## src/rtl/core/pid_motor_position_control_defines.svh

```systemverilog
// assertion macros shared by the pid motor position control rtl
// expects clk and arst_n in the scope of each use
`ifndef PID_MOTOR_POSITION_CONTROL_DEFINES_SVH
`define PID_MOTOR_POSITION_CONTROL_DEFINES_SVH

// same-cycle implication
`define PMPC_ASSERT_IMP(lbl, ante, cons, msg) \
	lbl: assert property (@(posedge clk) disable iff (!arst_n) (ante) |-> (cons)) else $error(msg);

// next-cycle implication
`define PMPC_ASSERT_NEXT(lbl, ante, cons, msg) \
	lbl: assert property (@(posedge clk) disable iff (!arst_n) (ante) |=> (cons)) else $error(msg);

`endif

```

## src/rtl/core/pmpc_pkg.sv

```systemverilog
// types, codes and constants of the pid motor position control block
// no dependencies
package pmpc_pkg;

	localparam int ANG_W      = 16;
	localparam int ERR_W      = 17;
	localparam int DT_W       = 20;
	localparam int GAIN_W     = 16;
	localparam int HB_W       = 12;
	localparam int SB_W       = 13;
	localparam int DUTY_W     = 8;
	localparam int INTEG_W    = 37;
	localparam int KIND_W     = 2;
	localparam int IN_DATA_W  = 56;
	localparam int OUT_DATA_W = 32;
	localparam int CFG_IDX_W  = 3;
	localparam int CFG_DATA_W = 16;
	localparam int DIV_N_W    = 54;
	localparam int DIV_D_W    = 20;

	localparam logic signed [ERR_W:0] HALF_TURN = 18'sd46080;
	localparam logic signed [ERR_W:0] FULL_TURN = 18'sd92160;
	localparam logic [ERR_W-1:0]      ZERO_TOL  = 17'd2560;
	localparam logic signed [INTEG_W+1:0] INTEG_LIM = 39'sd25600000000;
	localparam logic [DT_W-1:0]       US_PER_S   = 20'd1000000;
	localparam logic [DT_W-1:0]       DT_DEFAULT = 20'd1000;
	localparam logic [DUTY_W-1:0]     DUTY_LO    = 8'd125;

	localparam logic [GAIN_W-1:0] RST_PROP_GAIN  = 16'd448;
	localparam logic [GAIN_W-1:0] RST_DERIV_GAIN = 16'd0;
	localparam logic [GAIN_W-1:0] RST_INTEG_GAIN = 16'd32;
	localparam logic [HB_W-1:0]   RST_HOLD_BAND  = 12'd256;
	localparam logic [SB_W-1:0]   RST_SLOW_BAND  = 13'd1280;
	localparam logic [DUTY_W-1:0] RST_MAX_DUTY   = 8'd220;
	localparam logic [DUTY_W-1:0] RST_SLOW_DUTY  = 8'd150;
	localparam logic [DUTY_W-1:0] RST_MIN_DUTY   = 8'd150;

	typedef enum logic [KIND_W-1:0] {
		KIND_TICK = 2'd0,
		KIND_SET  = 2'd1,
		KIND_STOP = 2'd2
	} kind_t;

	typedef enum logic [1:0] {
		MODE_COAST = 2'd0,
		MODE_FWD   = 2'd1,
		MODE_REV   = 2'd2,
		MODE_BRAKE = 2'd3
	} mode_t;

	typedef enum logic [CFG_IDX_W-1:0] {
		REG_PROP_GAIN  = 3'd0,
		REG_DERIV_GAIN = 3'd1,
		REG_INTEG_GAIN = 3'd2,
		REG_HOLD_BAND  = 3'd3,
		REG_SLOW_BAND  = 3'd4,
		REG_MAX_DUTY   = 3'd5,
		REG_SLOW_DUTY  = 3'd6,
		REG_MIN_DUTY   = 3'd7
	} reg_idx_t;

	typedef struct packed {
		logic [GAIN_W-1:0] prop_gain;
		logic [GAIN_W-1:0] deriv_gain;
		logic [GAIN_W-1:0] integ_gain;
		logic [HB_W-1:0]   hold_band;
		logic [SB_W-1:0]   slow_band;
		logic [DUTY_W-1:0] max_duty;
		logic [DUTY_W-1:0] slow_duty;
		logic [DUTY_W-1:0] min_duty;
	} cfg_t;

	typedef struct packed {
		logic [KIND_W-1:0] kind;
		logic [ANG_W-1:0]  measured_angle;
		logic [ANG_W-1:0]  target_angle;
		logic [DT_W-1:0]   dt_us;
		logic              enable;
	} item_t;

	typedef struct packed {
		mode_t                    drive_mode;
		logic [DUTY_W-1:0]        duty;
		logic                     holding;
		logic                     reached;
		logic signed [ERR_W-1:0]  angle_error;
	} res_t;

	typedef struct packed {
		logic               start;
		logic [DIV_N_W-1:0] dividend;
		logic [DIV_D_W-1:0] divisor;
	} div_req_t;

	typedef struct packed {
		logic               busy;
		logic               done;
		logic [DIV_N_W-1:0] quot;
	} div_rsp_t;

endpackage

```

## src/rtl/core/pid_motor_position_control.sv

```systemverilog
// pid motor position control top level: config registers, input port, result register
// depends on pmpc_pkg, pmpc_seq and the assertion macro header
//
//   channel  | signals                         | direction
//   s_axis   | tvalid tready tdata tuser       | tick, set-target and stop transactions in
//   m_axis   | tvalid tready tdata             | one result transaction per control tick
//   cfg      | cfg_we cfg_index cfg_wdata      | register writes, no read-back
//
// set-target, stop and unused kinds give no result
// coast and brake ticks give their result from the error state; a pid tick runs two
// passes of the shared 2-bit-per-cycle divider, for the derivative and integral terms
// the input is not ready while a transaction is in work; arst_n clears loop state
// a finished result waits in the output register; the next transaction is
// still taken, and only its own result waits for the register to drain
`include "pid_motor_position_control_defines.svh"

module pid_motor_position_control (
	input  logic                                clk,
	input  logic                                arst_n,
	input  logic                                s_axis_tvalid,
	output logic                                s_axis_tready,
	// measured_angle[15:0], target_angle[31:16], dt_us[51:32], enable[52], zero fill
	input  logic [pmpc_pkg::IN_DATA_W-1:0]      s_axis_tdata,
	// kind[1:0]
	input  logic [pmpc_pkg::KIND_W-1:0]         s_axis_tuser,
	output logic                                m_axis_tvalid,
	input  logic                                m_axis_tready,
	// drive_mode[1:0], duty[9:2], holding[10], reached[11], angle_error[28:12], zero fill
	output logic [pmpc_pkg::OUT_DATA_W-1:0]     m_axis_tdata,
	input  logic                                cfg_we,
	input  logic [pmpc_pkg::CFG_IDX_W-1:0]      cfg_index,
	input  logic [pmpc_pkg::CFG_DATA_W-1:0]     cfg_wdata
);
	import pmpc_pkg::*;

	cfg_t  cfg_q;
	item_t item;
	res_t  res;
	res_t  out_q;
	logic  out_valid_q;
	logic  out_free;
	logic  res_valid;

	always_ff @(posedge clk or negedge arst_n) begin
		if (!arst_n) begin
			cfg_q.prop_gain  <= RST_PROP_GAIN;
			cfg_q.deriv_gain <= RST_DERIV_GAIN;
			cfg_q.integ_gain <= RST_INTEG_GAIN;
			cfg_q.hold_band  <= RST_HOLD_BAND;
			cfg_q.slow_band  <= RST_SLOW_BAND;
			cfg_q.max_duty   <= RST_MAX_DUTY;
			cfg_q.slow_duty  <= RST_SLOW_DUTY;
			cfg_q.min_duty   <= RST_MIN_DUTY;
		end else if (cfg_we) begin
			unique case (cfg_index)
				REG_PROP_GAIN:  cfg_q.prop_gain  <= cfg_wdata;
				REG_DERIV_GAIN: cfg_q.deriv_gain <= cfg_wdata;
				REG_INTEG_GAIN: cfg_q.integ_gain <= cfg_wdata;
				REG_HOLD_BAND:  cfg_q.hold_band  <= cfg_wdata[HB_W-1:0];
				REG_SLOW_BAND:  cfg_q.slow_band  <= cfg_wdata[SB_W-1:0];
				REG_MAX_DUTY:   cfg_q.max_duty   <= cfg_wdata[DUTY_W-1:0];
				REG_SLOW_DUTY:  cfg_q.slow_duty  <= cfg_wdata[DUTY_W-1:0];
				REG_MIN_DUTY:   cfg_q.min_duty   <= cfg_wdata[DUTY_W-1:0];
				default: ;
			endcase
		end
	end

	assign item.kind           = s_axis_tuser;
	assign item.measured_angle = s_axis_tdata[15:0];
	assign item.target_angle   = s_axis_tdata[31:16];
	assign item.dt_us          = s_axis_tdata[51:32];
	assign item.enable         = s_axis_tdata[52];

	assign out_free = !out_valid_q || m_axis_tready;

	pmpc_seq u_seq (
		.clk       (clk),
		.arst_n    (arst_n),
		.in_valid  (s_axis_tvalid),
		.in_ready  (s_axis_tready),
		.item      (item),
		.cfg       (cfg_q),
		.out_free  (out_free),
		.res_valid (res_valid),
		.res       (res)
	);

	always_ff @(posedge clk or negedge arst_n) begin
		if (!arst_n)
			out_valid_q <= 1'b0;
		else if (res_valid)
			out_valid_q <= 1'b1;
		else if (m_axis_tready)
			out_valid_q <= 1'b0;
	end

	always_ff @(posedge clk) begin
		if (res_valid)
			out_q <= res;
	end

	assign m_axis_tvalid = out_valid_q;
	assign m_axis_tdata  = {3'b000, out_q.angle_error, out_q.reached, out_q.holding,
		out_q.duty, out_q.drive_mode};

	`PMPC_ASSERT_IMP(a_reach_brake, m_axis_tvalid && out_q.reached,
		out_q.holding && (out_q.drive_mode == MODE_BRAKE), "arrival flagged outside brake hold")

endmodule

```

## src/rtl/core/pmpc_div.sv

```systemverilog
// shared unsigned restoring divider, two quotient bits per cycle
// depends on pmpc_pkg and the assertion macro header
`include "pid_motor_position_control_defines.svh"

module pmpc_div (
	input  logic                clk,
	input  logic                arst_n,
	input  pmpc_pkg::div_req_t  req,
	output pmpc_pkg::div_rsp_t  rsp
);
	import pmpc_pkg::*;

	localparam int STEPS = 2;
	localparam int ITER  = DIV_N_W / STEPS;
	localparam int CNT_W = $clog2(ITER);

	logic               busy_q;
	logic               done_q;
	logic [CNT_W-1:0]   cnt_q;
	logic [DIV_N_W-1:0] quo_q;
	logic [DIV_D_W-1:0] rem_q;
	logic [DIV_D_W-1:0] dvs_q;
	logic [DIV_N_W-1:0] quo_d;
	logic [DIV_D_W-1:0] rem_d;

	always_comb begin
		logic [DIV_D_W:0] r;
		logic             ge;
		quo_d = quo_q;
		rem_d = rem_q;
		for (int i = 0; i < STEPS; i++) begin
			r     = {rem_d, quo_d[DIV_N_W-1]};
			ge    = (r >= {1'b0, dvs_q});
			rem_d = ge ? DIV_D_W'(r - {1'b0, dvs_q}) : r[DIV_D_W-1:0];
			quo_d = {quo_d[DIV_N_W-2:0], ge};
		end
	end

	always_ff @(posedge clk or negedge arst_n) begin
		if (!arst_n) begin
			busy_q <= 1'b0;
			done_q <= 1'b0;
			cnt_q  <= '0;
		end else begin
			done_q <= 1'b0;
			if (req.start) begin
				busy_q <= 1'b1;
				cnt_q  <= CNT_W'(ITER - 1);
			end else if (busy_q) begin
				if (cnt_q == '0) begin
					busy_q <= 1'b0;
					done_q <= 1'b1;
				end else begin
					cnt_q <= cnt_q - 1'b1;
				end
			end
		end
	end

	always_ff @(posedge clk) begin
		if (req.start) begin
			quo_q <= req.dividend;
			rem_q <= '0;
			dvs_q <= req.divisor;
		end else if (busy_q) begin
			quo_q <= quo_d;
			rem_q <= rem_d;
		end
	end

	assign rsp.busy = busy_q;
	assign rsp.done = done_q;
	assign rsp.quot = quo_q;

	`PMPC_ASSERT_IMP(a_rem_below_dvs, busy_q, rem_q < dvs_q, "divider remainder not below divisor")

endmodule

```

## src/rtl/core/pmpc_seq.sv

```systemverilog
// tick sequencer: error, hold band, shared multiplier and pid sum with limits
// depends on pmpc_pkg, pmpc_div and the assertion macro header
`include "pid_motor_position_control_defines.svh"

module pmpc_seq (
	input  logic            clk,
	input  logic            arst_n,
	input  logic            in_valid,
	output logic            in_ready,
	input  pmpc_pkg::item_t item,
	input  pmpc_pkg::cfg_t  cfg,
	input  logic            out_free,
	output logic            res_valid,
	output pmpc_pkg::res_t  res
);
	import pmpc_pkg::*;

	localparam int MUL_A_W = 40;
	localparam int MUL_B_W = 20;
	localparam int MUL_P_W = MUL_A_W + MUL_B_W;
	localparam int SUM_W   = DIV_N_W + 2;
	localparam int P_W     = 32;
	localparam int I_W     = 32;
	localparam int ACC_W   = INTEG_W + 2;

	typedef enum logic [10:0] {
		ST_IDLE  = 11'b00000000001,
		ST_ERR   = 11'b00000000010,
		ST_M1    = 11'b00000000100,
		ST_M2    = 11'b00000001000,
		ST_M3    = 11'b00000010000,
		ST_M4    = 11'b00000100000,
		ST_M5    = 11'b00001000000,
		ST_DIV_D = 11'b00010000000,
		ST_DIV_I = 11'b00100000000,
		ST_SUM   = 11'b01000000000,
		ST_LIM   = 11'b10000000000
	} state_t;

	function automatic logic signed [ERR_W-1:0] wrap_err(
		input logic [ANG_W-1:0] tgt,
		input logic [ANG_W-1:0] meas
	);
		logic signed [ERR_W:0] d;
		d = $signed({2'b00, tgt}) - $signed({2'b00, meas});
		if (d > HALF_TURN)
			d = d - FULL_TURN;
		else if (d < -HALF_TURN)
			d = d + FULL_TURN;
		return d[ERR_W-1:0];
	endfunction

	function automatic logic signed [SUM_W-1:0] apply_sign(
		input logic               neg,
		input logic [DIV_N_W-1:0] mag
	);
		logic signed [SUM_W-1:0] ext;
		ext = $signed({2'b00, mag});
		return neg ? -ext : ext;
	endfunction

	state_t                     state_q;
	item_t                      item_q;
	logic [ANG_W-1:0]           target_q;
	logic signed [ERR_W-1:0]    prev_q;
	logic signed [INTEG_W-1:0]  integ_q;
	logic                       active_q;
	logic                       holding_q;
	logic                       reported_q;

	logic signed [ERR_W-1:0]    err_q;
	logic [ERR_W-1:0]           aerr_q;
	logic [DT_W-1:0]            dt_q;
	logic                       dneg_q;
	logic [P_W-1:0]             p_q;
	logic [DIV_N_W-1:0]         d_q;
	logic [I_W-1:0]             i_q;
	logic signed [SUM_W-1:0]    sum_q;
	logic [MUL_P_W-1:0]         mul_q;

	logic signed [ERR_W-1:0]    err_c;
	logic signed [ERR_W-1:0]    set_err_c;
	logic [ERR_W-1:0]           aerr_c;
	logic                       in_band_c;
	logic signed [ERR_W:0]      diff_c;
	logic [ERR_W:0]             adiff_c;
	logic signed [ACC_W-1:0]    term_c;
	logic signed [ACC_W-1:0]    acc_c;
	logic [INTEG_W-1:0]         aacc_c;
	logic [SUM_W-1:0]           msum_c;
	logic [SUM_W-17:0]          mag_c;
	logic [DUTY_W-1:0]          mx_c;
	logic [DUTY_W-1:0]          lim_c;
	logic [DUTY_W-1:0]          duty_c;
	logic                       mul_en;
	logic [MUL_A_W-1:0]         mul_a;
	logic [MUL_B_W-1:0]         mul_b;
	div_req_t                   div_req;
	div_rsp_t                   div_rsp;

	pmpc_div u_div (
		.clk    (clk),
		.arst_n (arst_n),
		.req    (div_req),
		.rsp    (div_rsp)
	);

	always_comb begin
		err_c     = wrap_err(target_q, item_q.measured_angle);
		set_err_c = wrap_err(item_q.target_angle, item_q.measured_angle);
		aerr_c    = err_c[ERR_W-1] ? ERR_W'(-err_c) : ERR_W'(err_c);
		in_band_c = (aerr_c <= ERR_W'(cfg.hold_band)) ||
			((target_q == '0) && (aerr_c <= ZERO_TOL));

		diff_c  = $signed({err_q[ERR_W-1], err_q}) - $signed({prev_q[ERR_W-1], prev_q});
		adiff_c = diff_c[ERR_W] ? (ERR_W+1)'(-diff_c) : (ERR_W+1)'(diff_c);

		term_c = $signed({2'b00, mul_q[INTEG_W-1:0]});
		if (err_q[ERR_W-1])
			term_c = -term_c;
		acc_c = $signed({{2{integ_q[INTEG_W-1]}}, integ_q}) + term_c;
		if (acc_c > INTEG_LIM)
			acc_c = INTEG_LIM;
		else if (acc_c < -INTEG_LIM)
			acc_c = -INTEG_LIM;
		aacc_c = integ_q[INTEG_W-1] ? INTEG_W'(-integ_q) : INTEG_W'(integ_q);

		msum_c = sum_q[SUM_W-1] ? SUM_W'(-sum_q) : SUM_W'(sum_q);
		mag_c  = msum_c[SUM_W-1:16];
		mx_c   = (cfg.max_duty < DUTY_LO) ? DUTY_LO : cfg.max_duty;
		lim_c  = (aerr_q <= ERR_W'(cfg.slow_band)) ? cfg.slow_duty : mx_c;
		duty_c = (mag_c > (SUM_W-16)'(lim_c)) ? lim_c : mag_c[DUTY_W-1:0];
		if (duty_c != '0 && duty_c < cfg.min_duty)
			duty_c = cfg.min_duty;
	end

	// shared multiplier operand select
	always_comb begin
		mul_en = 1'b1;
		mul_a  = '0;
		mul_b  = '0;
		unique case (state_q)
			ST_M1: begin
				mul_a = MUL_A_W'(aerr_q);
				mul_b = dt_q;
			end
			ST_M2: begin
				mul_a = MUL_A_W'(aerr_q);
				mul_b = MUL_B_W'(cfg.prop_gain);
			end
			ST_M3: begin
				mul_a = MUL_A_W'(adiff_c);
				mul_b = MUL_B_W'(cfg.deriv_gain);
			end
			ST_M4: begin
				mul_a = mul_q[MUL_A_W-1:0];
				mul_b = US_PER_S;
			end
			ST_M5: begin
				mul_a = MUL_A_W'(aacc_c);
				mul_b = MUL_B_W'(cfg.integ_gain);
			end
			default: mul_en = 1'b0;
		endcase
	end

	always_comb begin
		div_req.start    = 1'b0;
		div_req.dividend = mul_q[DIV_N_W-1:0];
		div_req.divisor  = dt_q;
		if (state_q == ST_M5)
			div_req.start = 1'b1;
		else if (state_q == ST_DIV_D && div_rsp.done) begin
			div_req.start   = 1'b1;
			div_req.divisor = US_PER_S;
		end
	end

	always_comb begin
		res_valid       = 1'b0;
		res.drive_mode  = MODE_COAST;
		res.duty        = '0;
		res.holding     = 1'b0;
		res.reached     = 1'b0;
		res.angle_error = err_c;
		if (state_q == ST_ERR && item_q.kind == KIND_TICK) begin
			if (!item_q.enable || !active_q) begin
				res_valid = out_free;
			end else if (in_band_c) begin
				res_valid      = out_free;
				res.drive_mode = MODE_BRAKE;
				res.holding    = 1'b1;
				res.reached    = !reported_q;
			end
		end else if (state_q == ST_LIM) begin
			res_valid       = out_free;
			res.drive_mode  = sum_q[SUM_W-1] ? MODE_REV : MODE_FWD;
			res.duty        = duty_c;
			res.angle_error = err_q;
		end
	end

	assign in_ready = (state_q == ST_IDLE);

	always_ff @(posedge clk or negedge arst_n) begin
		if (!arst_n) begin
			state_q    <= ST_IDLE;
			target_q   <= '0;
			prev_q     <= '0;
			integ_q    <= '0;
			active_q   <= 1'b0;
			holding_q  <= 1'b0;
			reported_q <= 1'b0;
		end else begin
			unique case (state_q)
				ST_IDLE: begin
					if (in_valid)
						state_q <= ST_ERR;
				end
				ST_ERR: begin
					unique case (item_q.kind)
						KIND_SET: begin
							target_q   <= item_q.target_angle;
							integ_q    <= '0;
							prev_q     <= set_err_c;
							active_q   <= 1'b1;
							holding_q  <= 1'b0;
							reported_q <= 1'b0;
							state_q    <= ST_IDLE;
						end
						KIND_STOP: begin
							target_q   <= item_q.measured_angle;
							integ_q    <= '0;
							prev_q     <= '0;
							active_q   <= 1'b0;
							holding_q  <= 1'b0;
							reported_q <= 1'b0;
							state_q    <= ST_IDLE;
						end
						KIND_TICK: begin
							if (!item_q.enable) begin
								if (out_free) begin
									integ_q    <= '0;
									prev_q     <= '0;
									active_q   <= 1'b0;
									holding_q  <= 1'b0;
									reported_q <= 1'b0;
									state_q    <= ST_IDLE;
								end
							end else if (!active_q) begin
								if (out_free)
									state_q <= ST_IDLE;
							end else if (in_band_c) begin
								if (out_free) begin
									integ_q    <= '0;
									prev_q     <= err_c;
									holding_q  <= 1'b1;
									reported_q <= 1'b1;
									state_q    <= ST_IDLE;
								end
							end else begin
								// leaving the hold band restarts the loop
								if (holding_q) begin
									holding_q  <= 1'b0;
									reported_q <= 1'b0;
									integ_q    <= '0;
									prev_q     <= err_c;
								end
								state_q <= ST_M1;
							end
						end
						default: state_q <= ST_IDLE;
					endcase
				end
				ST_M1: state_q <= ST_M2;
				ST_M2: begin
					integ_q <= acc_c[INTEG_W-1:0];
					state_q <= ST_M3;
				end
				ST_M3: state_q <= ST_M4;
				ST_M4: state_q <= ST_M5;
				ST_M5: state_q <= ST_DIV_D;
				ST_DIV_D: begin
					if (div_rsp.done)
						state_q <= ST_DIV_I;
				end
				ST_DIV_I: begin
					if (div_rsp.done)
						state_q <= ST_SUM;
				end
				ST_SUM: state_q <= ST_LIM;
				ST_LIM: begin
					if (out_free) begin
						prev_q  <= err_q;
						state_q <= ST_IDLE;
					end
				end
				default: state_q <= ST_IDLE;
			endcase
		end
	end

	always_ff @(posedge clk) begin
		if (state_q == ST_IDLE && in_valid)
			item_q <= item;
		if (state_q == ST_ERR) begin
			err_q  <= err_c;
			aerr_q <= aerr_c;
			dt_q   <= (item_q.dt_us == '0) ? DT_DEFAULT : item_q.dt_us;
		end
		if (mul_en)
			mul_q <= mul_a * mul_b;
		if (state_q == ST_M3) begin
			p_q    <= mul_q[P_W-1:0];
			dneg_q <= diff_c[ERR_W];
		end
		if (state_q == ST_DIV_D && div_rsp.done)
			d_q <= div_rsp.quot;
		if (state_q == ST_DIV_I && div_rsp.done)
			i_q <= div_rsp.quot[I_W-1:0];
		if (state_q == ST_SUM)
			sum_q <= apply_sign(err_q[ERR_W-1], DIV_N_W'(p_q)) +
				apply_sign(dneg_q, d_q) +
				apply_sign(integ_q[INTEG_W-1], DIV_N_W'(i_q));
	end

	`PMPC_ASSERT_NEXT(a_div_launch, div_req.start, div_rsp.busy, "divider did not start")
	`PMPC_ASSERT_IMP(a_integ_clamp, 1'b1,
		(integ_q <= INTEG_LIM) && (integ_q >= -INTEG_LIM), "integral outside its clamp")

endmodule

```

## config.mk

```make
export PLATFORM = sky130hd
export DESIGN_NAME = pid_motor_position_control
export DESIGN_NICKNAME = d
export VERILOG_FILES = /design/src/rtl/core/pmpc_pkg.sv /design/src/rtl/core/pid_motor_position_control.sv /design/src/rtl/core/pmpc_div.sv /design/src/rtl/core/pmpc_seq.sv
export VERILOG_INCLUDE_DIRS = /design/src /design/src/rtl/core
export SDC_FILE = /design/constraint.sdc
export NUM_CORES = 2
export LEC_CHECK = 0
export ABC_AREA = 1
export BUFFER_PORTS_ARGS = -buffer_cell sky130_fd_sc_hd__buf_2
export CORE_ASPECT_RATIO = 1.4
export CORE_UTILIZATION = 58
export CTS_CLUSTER_SIZE = 20
export DETAILED_ROUTE_END_ITERATION = 6
export PLACE_DENSITY = 0.74
export SLEW_MARGIN = 40
export SYNTH_ARGS = -nofsm -noshare
export SYNTH_HDL_FRONTEND = slang
export SYNTH_SLANG_ARGS = --single-unit
```

## constraint.sdc

```tcl
create_clock -name clk -period 15.1 [get_ports clk]
set_input_delay 3.02 -clock clk [delete_from_list [all_inputs] [get_ports clk]]
set_output_delay 3.02 -clock clk [all_outputs]
set_load 0.05 [all_outputs]
```

==> flow_summary_export.csv <==
group,metric,value,unit
floorplanning,die_h,408.2,µm
yosys,yosysWarnings,0,
timing,finalCriticalPeriod,12480,ps
timing,skew,52.41,ps
critical_path,arrival,12880,ps
clocking,clkLatencyLatePin,710,ps
yosys,synth_cell_type_count,69,
critical_path,cp.required,15500,ps
route,first_iter_violations,3926,
pwr,power.density,142.5,nW/µm²
critical_path,crit_family,"compound AO/OA/AOI/OAI gates",
placement,post_dp_cell_area,70600,µm²
hold_path,hold_depth,0,
yosys,synthCells,8505,
timing,hold_violations,0,
yosys,avgSynthCellArea,8.035,µm²
clocking,clock_path_buffers,3,
route,avgViaCountPerCell,5.613,
critical_path,cp_slowest_cell,"clkinv_1",
timing,drv_slew,0,
placement,dp_hpwl,159100,µm
floorplanning,coreArea,116500,µm²
yosys,yosysTopAreaCell,"fa_1",
timing,fmax,80.16,MHz
yosys,netlist_area,68340,µm²
floorplanning,start_util,58.67,%
pwr,p_leak,35.62,nW
run,max-cap-violations,0,
floorplanning,fp.dieW,292.1,µm
clocking,cts-htree-levels,3,
final_layout,num-fill-cells,10280,
clocking,ctsRootBufferMaster,"clkbuf_16",
clocking,cts_hold_buf,0,
timing,min_period_over_period,82.62,%
critical_path,reg2reg_to,"u_seq.mul_q[49]",
hold_path,holdPathEnd,"u_seq.dt_q[13]",
critical_path,timing.rr.start,"u_seq.aerr_q[0]",
timing,hold_slack,429.6,ps
route,drt_pass1_iterations,7,
grt,grt_overflow_total,0,
yosys,async_flop_share,29.12,%
critical_path,path_depth,43,
grt,grt_first_pass_wirelength,312500,µm
timing,tightestPinTransition,884.5,ps
critical_path,worstSetupPathType,"reg2reg",
clocking,cts_tree,"built",
clocking,cts.sink_count,649,
clocking,cts_resized,0,
timing,slew_headroom,40.53,%
final_layout,syn_to_final_growth,6.805,%
pwr,irDropWorstVdd,0.1346,mV
placement,portBuffers,109,
yosys,ys_ff_latch,649,
outcome,violations,"DRC",
clocking,cts_buffers,68,
critical_path,cp-end-kind,"flip-flop",
timing,setup_tns,0,ps
critical_path,crit_buf_inv,8,
floorplanning,ios,116,
yosys,synth_area_leaders,"fa_1 (21%), edfxtp_1 (19%), nand2_1 (10%), inv_1 (9.4%), ha_1 (6.9%)",
final_layout,diodes,0,
hold_path,hold_path_class,"reg2reg",
critical_path,reg2reg_depth,43,
route,wire_per_inst,19.57,µm
yosys,synth_edf_count,440,
yosys,ys.flop_type,"edfxtp_1",
grt,grt_pass1_vias,58610,
floorplanning,dieArea,119200,µm²
yosys,synth_seq_area_share,26.88,%
floorplanning,rows,148,
critical_path,worstPathMaxFanout,15,
route,routed_wl,197900,µm
outcome,status,"finished with violations",
final_layout,design_area,72990,µm²
critical_path,reg2reg_setup_slack,2620,ps
hold_path,min_from,"u_seq.item_q[14]",
yosys,synth_top_area_share,21.36,%
route,drc,8,
route,route.vias.total,56780,
clocking,cts_setup_buffers,0,
final_layout,drive_gt1_share,4.910,%
final_layout,layout.nets,9750,
grt,antenna_found_initial,1,
placement,routabilityCongestion,1.006,
grt,grt_max_degree,97,
route,antenna_left,0,
timing,rsz0062_at_grt,"no",
grt,grt.total_usage,33.91,%
timing,setup_viol,0,
clocking,clk_pin_slew,60,ps
critical_path,slowest_delay,680,ps
critical_path,critPathLaunchType,"flip-flop",
per-stage QoR:
stage	total power, mW	setup slack (ps)	cells	utilization [%]
final	10.40	2624	10120	62.66
after CTS	10.33	3019	10120	62.64
after floorplan	6.986	5656	8544	-
after global routing	11.22	2071	10120	62.66
after detailed placement	8.529	3051	9992	60.61
after global placement	8.417	2749	9990	60.54
metal layers:
| layer | GRT usage [%] | routed length (µm) | up-vias |
|---|---|---|---|
| li1 | - | - | 26650 |
| met1 | 40.01 | 74660 | 27430 |
| met2 | 59.09 | 97910 | 2131 |
| met3 | 4.877 | 13060 | 558 |
| met4 | 19.04 | 12290 | 2 |
| met5 | 0 | 11 | - |
worst reg2reg max path, delay by kind of cell (launching register included):
family | cells | cell delay, ps
AOI/OAI and AO/OA | 17 | 4430
adders and majority gates | 9 | 4130
buffers and inverters | 8 | 1580
and+or+nand+nor | 8 | 1440
DFF | 1 | 500
xor gates and xnor gates | 1 | 110
where the power goes:
part / total, mW / internal (mW) / switching [mW] / leakage [nW]
Clock: 1.76 / 0.982 / 0.778 / 1.13
Sequential: 2.56 / 2.35 / 0.210 / 6.47
Combinational: 6.08 / 1.99 / 4.08 / 28.0
layout make-up:
class	count	area (µm²)	share of cell area, %
clock buffer	87	1896	2.597
sequential	649	18370	25.17
clock inverter	36	469.2	0.6428
tap	1500	1877	2.571
multi-input combinational	5920	42740	58.56
timing repair buffer	177	1080	1.479
inverter	1746	6558	8.984
worst max path at each step:
stage                          startpoint         endpoint  slack [ps]
after floorplan           u_seq.aerr_q[0]  u_seq.mul_q[49]        5660
after global placement    u_seq.aerr_q[0]  u_seq.mul_q[49]        2750
after detailed placement  u_seq.aerr_q[0]  u_seq.mul_q[49]        3050
after CTS                 u_seq.aerr_q[0]  u_seq.mul_q[49]        3020
after global routing      u_seq.aerr_q[0]  u_seq.mul_q[49]        2070
final                     u_seq.aerr_q[0]  u_seq.mul_q[49]        2620
flip-flops by register name (all words and copies together), names as in the netlist, 20 cells and up:
signal             cells
u_seq.p_q             32
u_seq.d_q             54
u_seq.item_q          55
u_seq.sum_q           56
u_seq.u_div.quo_q     54
u_seq.mul_q           54
u_seq.dt_q            20
u_seq.integ_q         37
u_seq.u_div.dvs_q     20
m_axis_tdata          29
cfg_q                 97
u_seq.i_q             32
u_seq.u_div.rem_q     20
synthesized netlist by cell type (107+ instances only):
| cell type | n |
|---|---|
| nand2_1 | 1911 |
| nor2_1 | 762 |
| fa_1 | 729 |
| edfxtp_1 | 440 |
| xor2_1 | 286 |
| nand3_1 | 255 |
| nor3_1 | 107 |
| ha_1 | 377 |
| clkbuf_1 | 193 |
| nand4_1 | 110 |
| inv_1 | 1713 |
| xnor2_1 | 125 |
| a21oi_1 | 357 |
| o21ai_0 | 466 |
| dfrtp_1 | 168 |
cells by family after synthesis:
family	synth area share (%)
adders and majority gates	28.26
muxes	0.1611
AOI/OAI and AO/OA	8.625
buffers and inverters	11.00
and+or+nand+nor	19.80
xor gates and xnor gates	5.267
DFF	26.88
other	0.01099
placed cells by master, fill, tap and decap left out, types with 10 or more instances in the layout:
master	Yosys	final
nand2_1	1911	1900
inv_1	1713	1705
nor2_1	762	758
fa_1	729	729
o21ai_0	466	462
edfxtp_1	440	440
ha_1	377	376
a21oi_1	357	353
xor2_1	286	286
nand3_1	255	254
dfrtp_1	168	167
xnor2_1	125	125
nand4_1	110	110
buf_2	9	108
nor3_1	107	105
clkbuf_16	0	70
buf_4	6	65
a31oi_1	50	50
nor4_1	49	45
conb_1	2	41
clkinv_1	26	30
o211ai_1	29	29
nand2_2	16	27
o21bai_1	21	21
dfstp_2	21	21
dfxtp_1	20	20
a21o_1	19	19
or2_2	18	18
o31ai_1	18	18
a21boi_0	17	17
o22ai_1	17	17
o21a_1	14	14
inv_2	7	13
nand3b_1	13	13
a221oi_1	11	11
o21ai_1	11	11
mux2i_1	11	11
clkinv_2	0	10
Power figures use the tool's default switching activity.
